$ cat src/rtl/mat_pkg.sv
// shared types, constants and helpers for the metropolis acceptance tracker
package mat_pkg;

    localparam int unsigned CFG_INDEX_W = 3;

    localparam logic [CFG_INDEX_W-1:0] CFG_START_SCORE     = 3'd0;
    localparam logic [CFG_INDEX_W-1:0] CFG_INV_KT          = 3'd1;
    localparam logic [CFG_INDEX_W-1:0] CFG_LOWEST_ENERGY   = 3'd2;
    localparam logic [CFG_INDEX_W-1:0] CFG_REPORT_INTERVAL = 3'd3;
    localparam logic [CFG_INDEX_W-1:0] CFG_TARGET_ACCEPTED = 3'd4;

    localparam logic [31:0] INV_KT_RESET          = 32'd65536;
    localparam logic [31:0] REPORT_INTERVAL_RESET = 32'd10000;

    // exp(-1) in Q0.32
    localparam logic [31:0] EXP_M1_Q32   = 32'd1580030169;
    localparam logic [3:0]  SERIES_TERMS = 4'd13;
    localparam logic [23:0] MAX_INT_PART = 24'd17;

    typedef struct packed {
        logic signed [31:0] proposed_score;
        logic [23:0]        rand_fraction;
    } mat_in_t;

    typedef struct packed {
        logic               accepted;
        logic signed [31:0] current_score;
        logic [31:0]        step_total;
        logic [31:0]        accept_total;
        logic [31:0]        bound_total;
        logic signed [63:0] energy_sum;
        logic               report;
        logic               done_res;
    } mat_out_t;

    typedef struct packed {
        logic        start;
        logic [31:0] delta;
    } mat_exp_req_t;

    typedef struct packed {
        logic        done;
        logic [32:0] prob;
    } mat_exp_stat_t;

    typedef enum logic [2:0] {
        TOP_IDLE,
        TOP_DIFF,
        TOP_EXP,
        TOP_DEC
    } mat_top_state_t;

    typedef enum logic [3:0] {
        EXP_IDLE,
        EXP_XMUL,
        EXP_TERM,
        EXP_V,
        EXP_Q,
        EXP_C,
        EXP_POWM,
        EXP_POWR,
        EXP_DONE
    } mat_exp_state_t;

    // floor(2^32 / k), used to divide a series term by k
    function automatic logic [32:0] recip_q32(input logic [3:0] k);
        logic [32:0] r;
        case (k)
            4'd1:    r = 33'h1_0000_0000;
            4'd2:    r = 33'd2147483648;
            4'd3:    r = 33'd1431655765;
            4'd4:    r = 33'd1073741824;
            4'd5:    r = 33'd858993459;
            4'd6:    r = 33'd715827882;
            4'd7:    r = 33'd613566756;
            4'd8:    r = 33'd536870912;
            4'd9:    r = 33'd477218588;
            4'd10:   r = 33'd429496729;
            4'd11:   r = 33'd390451572;
            4'd12:   r = 33'd357913941;
            4'd13:   r = 33'd330382099;
            default: r = 33'd0;
        endcase
        return r;
    endfunction

    function automatic logic [31:0] sat_inc(input logic [31:0] v);
        return (v == 32'hFFFF_FFFF) ? v : v + 32'd1;
    endfunction

endpackage

$ cat src/rtl/mat_mul_unit.sv
// shared unsigned multiplier with a registered product
module mat_mul_unit (
    input  logic        aclk,
    input  logic [32:0] op_a,
    input  logic [31:0] op_b,
    output logic [64:0] prod_reg
);

    logic [64:0] prod_next;

    assign prod_next = 65'(op_a) * 65'(op_b);

    always_ff @(posedge aclk) begin
        prod_reg <= prod_next;
    end

endmodule

$ cat src/rtl/mat_exp_engine.sv
// fixed point exp(-delta * inv_kt) in Q1.32 on one shared multiplier
module mat_exp_engine (
    input  logic                   aclk,
    input  logic                   aresetn,
    input  mat_pkg::mat_exp_req_t  req,
    input  logic [23:0]            inv_kt,
    output mat_pkg::mat_exp_stat_t stat
);

    mat_pkg::mat_exp_state_t state_reg, state_next;

    logic [31:0]        f_reg, f_next;
    logic [4:0]         n_reg, n_next;
    logic [32:0]        t_reg, t_next;
    logic signed [33:0] sum_reg, sum_next;
    logic [3:0]         k_reg, k_next;
    logic [31:0]        v_reg, v_next;
    logic [31:0]        q_reg, q_next;
    logic [32:0]        p_reg, p_next;

    logic [32:0] op_a;
    logic [31:0] op_b;
    logic [64:0] prod_reg;

    logic [31:0]        rem;
    logic [32:0]        t_new;
    logic signed [33:0] sum_new;

    mat_mul_unit u_mul (
        .aclk     (aclk),
        .op_a     (op_a),
        .op_b     (op_b),
        .prod_reg (prod_reg)
    );

    // remainder of the reciprocal quotient, at most one correction needed
    assign rem     = v_reg - prod_reg[31:0];
    assign t_new   = (rem >= {28'd0, k_reg}) ? ({1'b0, q_reg} + 33'd1) : {1'b0, q_reg};
    assign sum_new = k_reg[0] ? (sum_reg - $signed({1'b0, t_new}))
                              : (sum_reg + $signed({1'b0, t_new}));

    always_ff @(posedge aclk) begin
        if (!aresetn) begin
            state_reg <= mat_pkg::EXP_IDLE;
        end else begin
            state_reg <= state_next;
        end
        f_reg   <= f_next;
        n_reg   <= n_next;
        t_reg   <= t_next;
        sum_reg <= sum_next;
        k_reg   <= k_next;
        v_reg   <= v_next;
        q_reg   <= q_next;
        p_reg   <= p_next;
    end

    always_comb begin
        state_next = state_reg;
        f_next     = f_reg;
        n_next     = n_reg;
        t_next     = t_reg;
        sum_next   = sum_reg;
        k_next     = k_reg;
        v_next     = v_reg;
        q_next     = q_reg;
        p_next     = p_reg;
        op_a       = t_reg;
        op_b       = f_reg;
        case (state_reg)
            mat_pkg::EXP_IDLE: begin
                op_a = {1'b0, req.delta};
                op_b = {8'd0, inv_kt};
                if (req.start) begin
                    state_next = mat_pkg::EXP_XMUL;
                end
            end
            mat_pkg::EXP_XMUL: begin
                // integer part in [55:32], fraction in [31:0]
                if (prod_reg[55:32] >= mat_pkg::MAX_INT_PART) begin
                    p_next     = 33'd0;
                    state_next = mat_pkg::EXP_DONE;
                end else begin
                    f_next     = prod_reg[31:0];
                    n_next     = prod_reg[36:32];
                    t_next     = 33'h1_0000_0000;
                    sum_next   = 34'sh1_0000_0000;
                    k_next     = 4'd1;
                    state_next = mat_pkg::EXP_TERM;
                end
            end
            mat_pkg::EXP_TERM: begin
                op_a       = t_reg;
                op_b       = f_reg;
                state_next = mat_pkg::EXP_V;
            end
            mat_pkg::EXP_V: begin
                v_next     = prod_reg[63:32];
                op_a       = mat_pkg::recip_q32(k_reg);
                op_b       = prod_reg[63:32];
                state_next = mat_pkg::EXP_Q;
            end
            mat_pkg::EXP_Q: begin
                q_next     = prod_reg[63:32];
                op_a       = {29'd0, k_reg};
                op_b       = prod_reg[63:32];
                state_next = mat_pkg::EXP_C;
            end
            mat_pkg::EXP_C: begin
                t_next   = t_new;
                sum_next = sum_new;
                if (k_reg == mat_pkg::SERIES_TERMS) begin
                    p_next = sum_new[33] ? 33'd0 : sum_new[32:0];
                    if (n_reg == 5'd0) begin
                        state_next = mat_pkg::EXP_DONE;
                    end else begin
                        state_next = mat_pkg::EXP_POWM;
                    end
                end else begin
                    k_next     = k_reg + 4'd1;
                    state_next = mat_pkg::EXP_TERM;
                end
            end
            mat_pkg::EXP_POWM: begin
                op_a       = p_reg;
                op_b       = mat_pkg::EXP_M1_Q32;
                state_next = mat_pkg::EXP_POWR;
            end
            mat_pkg::EXP_POWR: begin
                p_next = prod_reg[64:32];
                n_next = n_reg - 5'd1;
                if (n_reg == 5'd1) begin
                    state_next = mat_pkg::EXP_DONE;
                end else begin
                    state_next = mat_pkg::EXP_POWM;
                end
            end
            mat_pkg::EXP_DONE: begin
                state_next = mat_pkg::EXP_IDLE;
            end
            default: begin
                state_next = mat_pkg::EXP_IDLE;
            end
        endcase
    end

    assign stat.done = (state_reg == mat_pkg::EXP_DONE);
    assign stat.prob = p_reg;

endmodule

$ cat src/rtl/metropolis_acceptance_tracker_core.sv
// metropolis acceptance tracker: decision, run statistics and configuration
//
// Input beats on s_valid/s_ready carry a proposed Q16.16 score and a Q0.24
// random fraction; each beat yields exactly one result beat on m_valid/m_ready
// with the decision, the current score, the counters, the energy sum and the
// report and done flags. One item is in flight at a time: s_ready is high
// only while the sequencer is idle.
// Path from input beat to result: a done run goes straight to the result,
// a lower proposed score is accepted after the difference, floor(x) >= 17
// gives probability zero without the series, and otherwise n = floor(x) in
// 0..16 sets the work of the exponential: 13 series terms, each through the
// states TERM, V, Q and C on the one shared multiplier, then n powers of exp(-1).
// After each result is loaded the sequencer returns to idle, where it takes
// the next item.
// A result waits in the output register while m_ready is low; the next item
// may be accepted meanwhile but finishes only after that result is taken.
// Configuration is a plain write port (cfg_we, cfg_index, cfg_wdata), to be
// used while the block is idle; writing start_score starts a new run.
// Reset (aresetn low, synchronous) restores register defaults, clears the
// counters and the sum, and drops m_valid.
module metropolis_acceptance_tracker_core (
    input  logic                                    aclk,
    input  logic                                    aresetn,
    input  logic                                    s_valid,
    output logic                                    s_ready,
    input  mat_pkg::mat_in_t                        s_data,
    output logic                                    m_valid,
    input  logic                                    m_ready,
    output mat_pkg::mat_out_t                       m_data,
    input  logic                                    cfg_we,
    input  logic [mat_pkg::CFG_INDEX_W-1:0]         cfg_index,
    input  logic [31:0]                             cfg_wdata
);

    mat_pkg::mat_top_state_t state_reg, state_next;

    logic [23:0] inv_kt_reg;
    logic [31:0] lowest_energy_reg;
    logic [23:0] report_interval_reg;
    logic [31:0] target_reg;

    logic [31:0] score_now_reg, score_now_next;
    logic [31:0] step_count_reg, step_count_next;
    logic [31:0] accept_count_reg, accept_count_next;
    logic [31:0] bound_count_reg, bound_count_next;
    logic [63:0] score_acc_reg, score_acc_next;
    logic [23:0] interval_count_reg, interval_count_next;

    logic [31:0] prop_reg, prop_next;
    logic [23:0] rnd_reg, rnd_next;
    logic        acc_reg, acc_next;
    logic        skip_reg, skip_next;

    logic              m_valid_reg, m_valid_next;
    mat_pkg::mat_out_t m_data_reg, m_data_next;

    mat_pkg::mat_exp_req_t  exp_req;
    mat_pkg::mat_exp_stat_t exp_stat;

    logic [32:0] diff;
    logic [31:0] upd_score;
    logic [31:0] upd_accept;
    logic [31:0] upd_bound;
    logic [31:0] upd_step;
    logic [63:0] upd_acc;
    logic [23:0] ic_inc;
    logic        upd_rep;
    logic        out_load;

    mat_exp_engine u_exp (
        .aclk    (aclk),
        .aresetn (aresetn),
        .req     (exp_req),
        .inv_kt  (inv_kt_reg),
        .stat    (exp_stat)
    );

    assign diff = {prop_reg[31], prop_reg} - {score_now_reg[31], score_now_reg};

    // statistics after the step now being finished
    assign upd_score  = acc_reg ? prop_reg : score_now_reg;
    assign upd_accept = acc_reg ? mat_pkg::sat_inc(accept_count_reg) : accept_count_reg;
    assign upd_bound  = (acc_reg && (prop_reg == lowest_energy_reg))
                        ? mat_pkg::sat_inc(bound_count_reg) : bound_count_reg;
    assign upd_step   = mat_pkg::sat_inc(step_count_reg);
    assign upd_acc    = score_acc_reg + {{32{upd_score[31]}}, upd_score};
    assign ic_inc     = interval_count_reg + 24'd1;
    assign upd_rep    = (ic_inc == report_interval_reg);

    assign out_load = (state_reg == mat_pkg::TOP_DEC) && (!m_valid_reg || m_ready);

    always_ff @(posedge aclk) begin
        if (!aresetn) begin
            inv_kt_reg          <= mat_pkg::INV_KT_RESET[23:0];
            lowest_energy_reg   <= 32'd0;
            report_interval_reg <= mat_pkg::REPORT_INTERVAL_RESET[23:0];
            target_reg          <= 32'd0;
        end else if (cfg_we) begin
            case (cfg_index)
                // start score goes straight into the run state
                mat_pkg::CFG_START_SCORE: begin
                end
                mat_pkg::CFG_INV_KT:          inv_kt_reg          <= cfg_wdata[23:0];
                mat_pkg::CFG_LOWEST_ENERGY:   lowest_energy_reg   <= cfg_wdata;
                mat_pkg::CFG_REPORT_INTERVAL: report_interval_reg <= cfg_wdata[23:0];
                mat_pkg::CFG_TARGET_ACCEPTED: target_reg          <= cfg_wdata;
                default: begin
                end
            endcase
        end
    end

    always_ff @(posedge aclk) begin
        if (!aresetn) begin
            state_reg          <= mat_pkg::TOP_IDLE;
            m_valid_reg        <= 1'b0;
            score_now_reg      <= 32'd0;
            step_count_reg     <= 32'd0;
            accept_count_reg   <= 32'd0;
            bound_count_reg    <= 32'd0;
            score_acc_reg      <= 64'd0;
            interval_count_reg <= 24'd0;
        end else begin
            state_reg          <= state_next;
            m_valid_reg        <= m_valid_next;
            score_now_reg      <= score_now_next;
            step_count_reg     <= step_count_next;
            accept_count_reg   <= accept_count_next;
            bound_count_reg    <= bound_count_next;
            score_acc_reg      <= score_acc_next;
            interval_count_reg <= interval_count_next;
        end
        prop_reg   <= prop_next;
        rnd_reg    <= rnd_next;
        acc_reg    <= acc_next;
        skip_reg   <= skip_next;
        m_data_reg <= m_data_next;
    end

    always_comb begin
        state_next          = state_reg;
        m_valid_next        = m_valid_reg;
        m_data_next         = m_data_reg;
        score_now_next      = score_now_reg;
        step_count_next     = step_count_reg;
        accept_count_next   = accept_count_reg;
        bound_count_next    = bound_count_reg;
        score_acc_next      = score_acc_reg;
        interval_count_next = interval_count_reg;
        prop_next           = prop_reg;
        rnd_next            = rnd_reg;
        acc_next            = acc_reg;
        skip_next           = skip_reg;
        exp_req.start       = 1'b0;
        exp_req.delta       = diff[31:0];

        if (m_valid_reg && m_ready) begin
            m_valid_next = 1'b0;
        end

        case (state_reg)
            mat_pkg::TOP_IDLE: begin
                if (s_valid) begin
                    prop_next = s_data.proposed_score;
                    rnd_next  = s_data.rand_fraction;
                    acc_next  = 1'b0;
                    // run already done: the step leaves the state alone
                    skip_next = (accept_count_reg >= target_reg);
                    if (accept_count_reg >= target_reg) begin
                        state_next = mat_pkg::TOP_DEC;
                    end else begin
                        state_next = mat_pkg::TOP_DIFF;
                    end
                end
            end
            mat_pkg::TOP_DIFF: begin
                if (diff[32]) begin
                    acc_next   = 1'b1;
                    state_next = mat_pkg::TOP_DEC;
                end else begin
                    exp_req.start = 1'b1;
                    state_next    = mat_pkg::TOP_EXP;
                end
            end
            mat_pkg::TOP_EXP: begin
                if (exp_stat.done) begin
                    acc_next   = (exp_stat.prob[32:8] > {1'b0, rnd_reg});
                    state_next = mat_pkg::TOP_DEC;
                end
            end
            mat_pkg::TOP_DEC: begin
                if (out_load) begin
                    m_valid_next = 1'b1;
                    state_next   = mat_pkg::TOP_IDLE;
                    if (skip_reg) begin
                        m_data_next.accepted      = 1'b0;
                        m_data_next.current_score = score_now_reg;
                        m_data_next.step_total    = step_count_reg;
                        m_data_next.accept_total  = accept_count_reg;
                        m_data_next.bound_total   = bound_count_reg;
                        m_data_next.energy_sum    = score_acc_reg;
                        m_data_next.report        = 1'b0;
                        m_data_next.done_res      = 1'b1;
                    end else begin
                        score_now_next      = upd_score;
                        step_count_next     = upd_step;
                        accept_count_next   = upd_accept;
                        bound_count_next    = upd_bound;
                        score_acc_next      = upd_acc;
                        interval_count_next = upd_rep ? 24'd0 : ic_inc;
                        m_data_next.accepted      = acc_reg;
                        m_data_next.current_score = upd_score;
                        m_data_next.step_total    = upd_step;
                        m_data_next.accept_total  = upd_accept;
                        m_data_next.bound_total   = upd_bound;
                        m_data_next.energy_sum    = upd_acc;
                        m_data_next.report        = upd_rep;
                        m_data_next.done_res      = (upd_accept >= target_reg);
                    end
                end
            end
            default: begin
                state_next = mat_pkg::TOP_IDLE;
            end
        endcase

        // a new start score begins a new run
        if (cfg_we && (cfg_index == mat_pkg::CFG_START_SCORE)) begin
            score_now_next      = cfg_wdata;
            step_count_next     = 32'd0;
            accept_count_next   = 32'd0;
            bound_count_next    = 32'd0;
            score_acc_next      = 64'd0;
            interval_count_next = 24'd0;
        end
    end

    assign s_ready = (state_reg == mat_pkg::TOP_IDLE);
    assign m_valid = m_valid_reg;
    assign m_data  = m_data_reg;

    a_accept_le_step: assert property (@(posedge aclk) disable iff (!aresetn)
        accept_count_reg <= step_count_reg)
        else $error("accept count exceeds step count");

    a_bound_le_accept: assert property (@(posedge aclk) disable iff (!aresetn)
        bound_count_reg <= accept_count_reg)
        else $error("bound count exceeds accept count");

    a_exp_done_in_wait: assert property (@(posedge aclk) disable iff (!aresetn)
        exp_stat.done |-> state_reg == mat_pkg::TOP_EXP)
        else $error("exponential finished outside its wait state");

    a_prob_range: assert property (@(posedge aclk) disable iff (!aresetn)
        exp_stat.done |-> exp_stat.prob <= 33'h1_0000_0000)
        else $error("probability above one");

    a_report_clears: assert property (@(posedge aclk) disable iff (!aresetn)
        (out_load && !skip_reg && upd_rep) |=> interval_count_reg == 24'd0)
        else $error("interval count not cleared on report");

endmodule
$ cat config.mk
export PLATFORM = sky130hd
export DESIGN_NAME = metropolis_acceptance_tracker_core
export DESIGN_NICKNAME = d
export VERILOG_FILES = /design/src/rtl/mat_pkg.sv /design/src/rtl/mat_mul_unit.sv /design/src/rtl/mat_exp_engine.sv /design/src/rtl/metropolis_acceptance_tracker_core.sv
export SDC_FILE = /design/constraint.sdc
export NUM_CORES = 2
export LEC_CHECK = 0
export ABC_AREA = 0
export BUFFER_PORTS_ARGS = -buffer_cell sky130_fd_sc_hd__buf_2
export CAP_MARGIN = 20
export CORE_MARGIN = 4
export CORE_UTILIZATION = 50
export DETAILED_ROUTE_END_ITERATION = 7
export GPL_ROUTABILITY_DRIVEN = 0
export HOLD_SLACK_MARGIN = 0.02
export PLACE_DENSITY = 0.67
export SLEW_MARGIN = 20
export SYNTH_ARGS = -nofsm -noshare
export SYNTH_HDL_FRONTEND = slang
export SYNTH_SLANG_ARGS = --single-unit
$ cat constraint.sdc
create_clock -name aclk -period 15.3 [get_ports aclk]
set_input_delay 3.825 -clock aclk [delete_from_list [all_inputs] [get_ports aclk]]
set_output_delay 3.825 -clock aclk [all_outputs]
set_load 0.01 [all_outputs]
Word level (Yosys, flattened, before mapping)
Memories as Yosys holds them, arrays and structs flattened. A register that Yosys moved wholly into a read port is not among the register bits.
Cells that the tools add are included.
Word-level totals
  input port bits: 96
  memory bits (read-only): 528
  latch bits: 0
  memories: 1
  bits in registers: 859
  word-level logic and storage cells: 172
  output and inout bits: 197
  RAM bits: 0
Memory list
  (no name shown): depth 16, bits a word 33, read ports 1, clocked after memory_dff 1, write ports 0, line mat_pkg.sv:68  | case (k)
Operators by class
  $mul: 1
  equal/unequal tests: 32
  shifts and indexed selects: 0
  magnitude comparators: 5
  reduce and logical (&&, ||, !) cells: 33
  div/mod/pow operators: 0
  add/subtract/negate cells: 12
  bitwise logic cells: 3
  multiplexer cells: 51
Operators with widths (count)
  $mux W32: 10
  $mux W194: 1
  $mux W33: 5
  $pmux W33 S4: 1
  $pmux W33 S3: 1
  $add A32 B1 Y32 const B: 3
  $eq A32 B32 Y1 const B: 3
  $pmux W32 S3: 1
  $mux W34: 2
  $pmux W34 S2: 1
  $pmux W33 S2: 1
  $mul A33 B32 Y65: 1
  $add A64 B64 Y64: 1
  $ge A32 B32 Y1: 2
  $add A34 B34 Y34: 1
  $sub A34 B34 Y34: 1
  $add A32 B1 Y33 const B: 1
  $sub A32 B32 Y33: 1
  $eq A32 B32 Y1: 1
  $ge A32 B4 Y1: 1
  $mux W4: 8
  $pmux W4 S8: 1
  $sub A32 B32 Y32: 1
  $gt A25 B24 Y1: 1
  37 further kinds: 87

Logic depth before layout (Yosys ltp)
  depth after elaboration: 8
  mapped depth: 52
  gate-level depth less buffers: 50

Modules after synthesis
From an unflattened synthesis, not the netlist that was laid out.
Unflattened totals
  cell total of the unflattened synthesis: 9299
  area, all modules: 84247.0 µm²
By module, submodules not included
  mat_mul_unit: seq. area each 1301.2 µm², area each 35942.0 µm², times used 1, cells each 4002
  metropolis_acceptance_tracker_core: seq. area each 14223.6 µm², area each 33256.9 µm², times used 1, cells each 3768
  mat_exp_engine: seq. area each 6676.4 µm², area each 15048.2 µm², times used 1, cells each 1529

Worst setup path after synthesis
No wires, ideal clock.
  path kind: flip-flop to flip-flop
  start point: register prop_reg[1]
  end point: register u_exp.u_mul.prod_reg[58]
  data required time: 15.228 ns
  stages on the path, launching flop included: 43
  buffers on the path: 1
  setup time: 0.072 ns
  arrival time: 10.816 ns
  clock period less this slack: 10.888 ns
  setup slack: 4.412 ns
  cells stage by stage: edfxtp_1 > ha_1 > nor2b_1 > o21ai_0 > a21boi_0 > o21ai_0 > a21oi_1 > o21ai_0 > a21oi_1 > o41ai_1 > a21oi_1 > a21o_1 > a21o_1 > a21o_1 > a21oi_1 > xnor2_1 > a21oi_1 > clkbuf_1 > [... 7 more ...] > fa_1 > fa_1 > fa_1 > fa_1 > ha_1 > a2111oi_0 > o311a_1 > o31ai_1 > a31oi_1 > o31ai_1 > a221oi_1 > o221ai_1 > nor2b_1 > o21a_1 > o21bai_1 > a31o_2 > a21oi_1 > xnor2_1
Between the ends
  longest elaborated chain between the ends: 3
Ends and longest elaborated chain
  start: declaration: line metropolis_acceptance_tracker_core.sv:49  | logic [31:0] prop_reg, prop_next;
  start signal: assignment: line metropolis_acceptance_tracker_core.sv:133  | prop_reg <= prop_next;
  $sub A32 B32 Y33: line metropolis_acceptance_tracker_core.sv:78  | assign diff = {prop_reg[31], prop_reg} - {score_now_reg[31], score_now_reg};
  $pmux W33 S4: line mat_exp_engine.sv:70  | case (state_reg)
  $mul A33 B32 Y65: line mat_mul_unit.sv:11  | assign prod_next = 65'(op_a) * 65'(op_b);
  named net u_exp.u_mul.prod_next[58]: line mat_mul_unit.sv:9  | logic [64:0] prod_next;
  end signal: assignment: line mat_mul_unit.sv:14  | prod_reg <= prod_next;
  end: declaration: line mat_mul_unit.sv:6  | output logic [64:0] prod_reg
The timed path passes the listed nets, and every way through them passes these cells.
A chain may end at the register's enable or synchronous reset.

Worst setup path in the final report
Ends and elaborated chain as after synthesis.

==> run_results.csv <==
group,metric,value,unit
outcome,outcome,"complete, no violations",
hold_path,hp-class,"reg2reg",
timing,clock-skew-final,0.0394,ns
timing,layout_worst_path_cycle_share,84.1,%
yosys,ys_top_cells_by_area,"fa_1 (23%), edfxtp_1 (17%), dfxtp_1 (10%), ha_1 (8.3%), nand2_1 (5.8%)",
yosys,synth-warning-count,0,
global_routing,grt_max_degree,169,
timing,finalHoldViolCount,0,
die,io_pins,293,
global_routing,antenna_found_initial,8,
clock_tree,htreeDepth,3,
yosys,synth_commonest_cells,"nand2_1 (1236), inv_1 (1135), nor2_1 (1042), fa_1 (930), ha_1 (538)",
yosys,ys_types,95,
placement,dpl-instance-area,84400,sq um
timing,relSlewSlack,16.6,%
placement,post-dp-hpwl,197000,um
detailed_routing,drt-total-wl,258000,um
layout,area_delta_synth_final,8.69,%
yosys,syn_area,80600,sq um
timing,slew_violations,0,
clock_tree,postCtsSetupBuffers,0,
layout,drive_gt1_share,7.55,%
placement,port_buffers,292,
die,die-area,168000,sq um
clock_tree,clock_latency,0.71,ns
worst_setup_path,crit_type,"reg2reg",
yosys,synth_top_area_share,23.1,%
detailed_routing,first_pass_iters,8,
layout,final.fill_count,14365,
timing,setup-tns-final,0,ns
flow_run,maxCapViolCount,0,
die,initial_utilization,50.3,%
die,core.rowCount,147,
worst_setup_path,required,15.92,ns
detailed_routing,ant_nets,0,
global_routing,first_global_vias,64622,
yosys,avgSynthCellArea,9.05,sq um
detailed_routing,detail_route.drc_violations,0,
yosys,synth_seq_cells,880,
yosys,yosysTopAreaCell,"fa_1",
timing,rsz0062_at_grt,"false",
worst_setup_path,crit_path_end_kind,"flop",
clock_tree,cts_made_buffers,93,
worst_setup_path,path_common_cell,"fa_1",
yosys,synth_cells,8911,
timing,worst_pin_slew,1.24,ns
global_routing,overflow,0,
layout,fin_nets,10563,
worst_setup_path,max_stage_delay,0.69,ns
detailed_routing,via_per_inst,5.81,
clock_tree,cts_tree,"yes",
detailed_routing,vias,65303,
yosys,synth_flop_cell,"edfxtp_1",
clock_tree,hold_buffers,0,
worst_setup_path,critPathLaunchType,"flop",
yosys,yosysMostFrequentCell,"nand2_1",
worst_setup_path,arrival,13.49,ns
detailed_routing,wire_per_inst,22.9,um
clock_tree,root_buffer,"clkbuf_16",
yosys,synth_edf_count,458,
yosys,ys_seq_area_share,27.5,%
clock_tree,cts.clk_slew.worst_paths,0.07,ns
layout,finalInstanceArea,87600,sq um
global_routing,grt_use_total,30.5,%
clock_tree,post_cts_resize_count,0,
worst_setup_path,cp_slowest_cell,"o41ai_1",
clock_tree,cts.sinks,880,
worst_setup_path,crit_fanout,13,
timing,finalSetupViolCount,0,
yosys,syn_nets,10475,
global_routing,grt_pass1_wl,391000,um
die,die_y,410,um
clock_tree,clock_path_buffers,3,
detailed_routing,drt-initial-drc-count,6512,
layout,largest_reg_flops,195,
die,core,160000,sq um
timing,clock.fmax,0.0777,GHz
yosys,ys_async_sr_fraction,0,%
timing,timing.final.crit_period,12.87,ns
die,chipWidth,410,um
[worst max-delay path: cells and delay by family, from the launching register on]
family                     cells  cell delay [ns]
DFF                            1             0.47
adders and majority gates     10             4.65
and+or+nand+nor                3             0.45
AOI/OAI and AO/OA             24             6.40
buffers and inverters          3             0.43
xor gates and xnor gates       2             0.38
[cells in the final DEF (no fill, tap or decap), drive strengths merged, types with 26 or more instances in the layout]
cell,n
nand3,136
and3,68
xnor2,282
mux2i,42
fa,930
dfxtp,422
a31oi,46
o21a,61
nor4,26
clkbuf,122
nor3,111
a21oi,346
a21o,133
ha,538
a211oi,28
o21bai,30
nand2,1238
o21ai,361
o211ai,26
clkinv,34
and2,88
buf,432
nor2,1042
nand2b,60
inv,1137
edfxtp,458
o22a,31
a21boi,115
nand4,68
nor2b,64
a22oi,33
or3,49
xor2,224
a22o,41
[layer usage]
metal	track usage [%]	routed length (um)	vias up
met2	48.6	117000	3389
met5	0	13	-
met3	6.27	25700	766
met4	17.2	17700	2
met1	38.8	97700	32012
li1	-	-	29134
[area by class of cell]
class,instances,area (sq um),share of cell area [%]
tap,2160,2700,3.08
inverter,1136,4270,4.87
timing repair buffer,432,2550,2.91
multi-input combinational,6456,52700,60.1
clock buffer,122,2540,2.90
clock inverter,51,662,0.755
sequential,880,22200,25.3
antenna,11,27.5,0.0314
[final timing paths]
check | startpoint | to | slack (ns) | cells past startpoint
max | prop_reg[1] | u_exp.u_mul.prod_reg[58] | 2.43 | 42
min | u_exp.u_mul.prod_reg[2] | u_exp.f_reg[2] | 0.43 | 0
max reg2reg | prop_reg[1] | u_exp.u_mul.prod_reg[58] | 2.43 | 42
min reg2reg | u_exp.u_mul.prod_reg[2] | u_exp.f_reg[2] | 0.43 | 0
[per-stage QoR]
step	std cells	hold WS [ns]	setup slack, ns	utilization [%]
after floorplan	8911	0.408	4.41	-
after global placement	11063	0.417	2.45	52.6
after detailed placement	11063	0.416	2.45	52.6
after CTS	11236	0.430	2.41	54.6
after global routing	11237	0.438	1.79	54.6
final	11248	0.432	2.43	54.6
[cells by family (layout without fill, tap and decap cells)]
family / count (synthesis) / count (layout) / synth area share [%]
AOI/OAI and AO/OA: 1402 / 1402 / 11.2
xor gates and xnor gates: 507 / 507 / 5.53
adders and majority gates: 1468 / 1468 / 31.4
buffers and inverters: 1575 / 1741 / 7.41
DFF: 880 / 880 / 27.5
muxes: 58 / 58 / 0.745
other: 0 / 11 / 0
and+or+nand+nor: 3021 / 3021 / 16.1
Power is left out: the tool's default activity adds up to more than one toggle a clock period on the data nets, which glitch-free logic cannot reach.
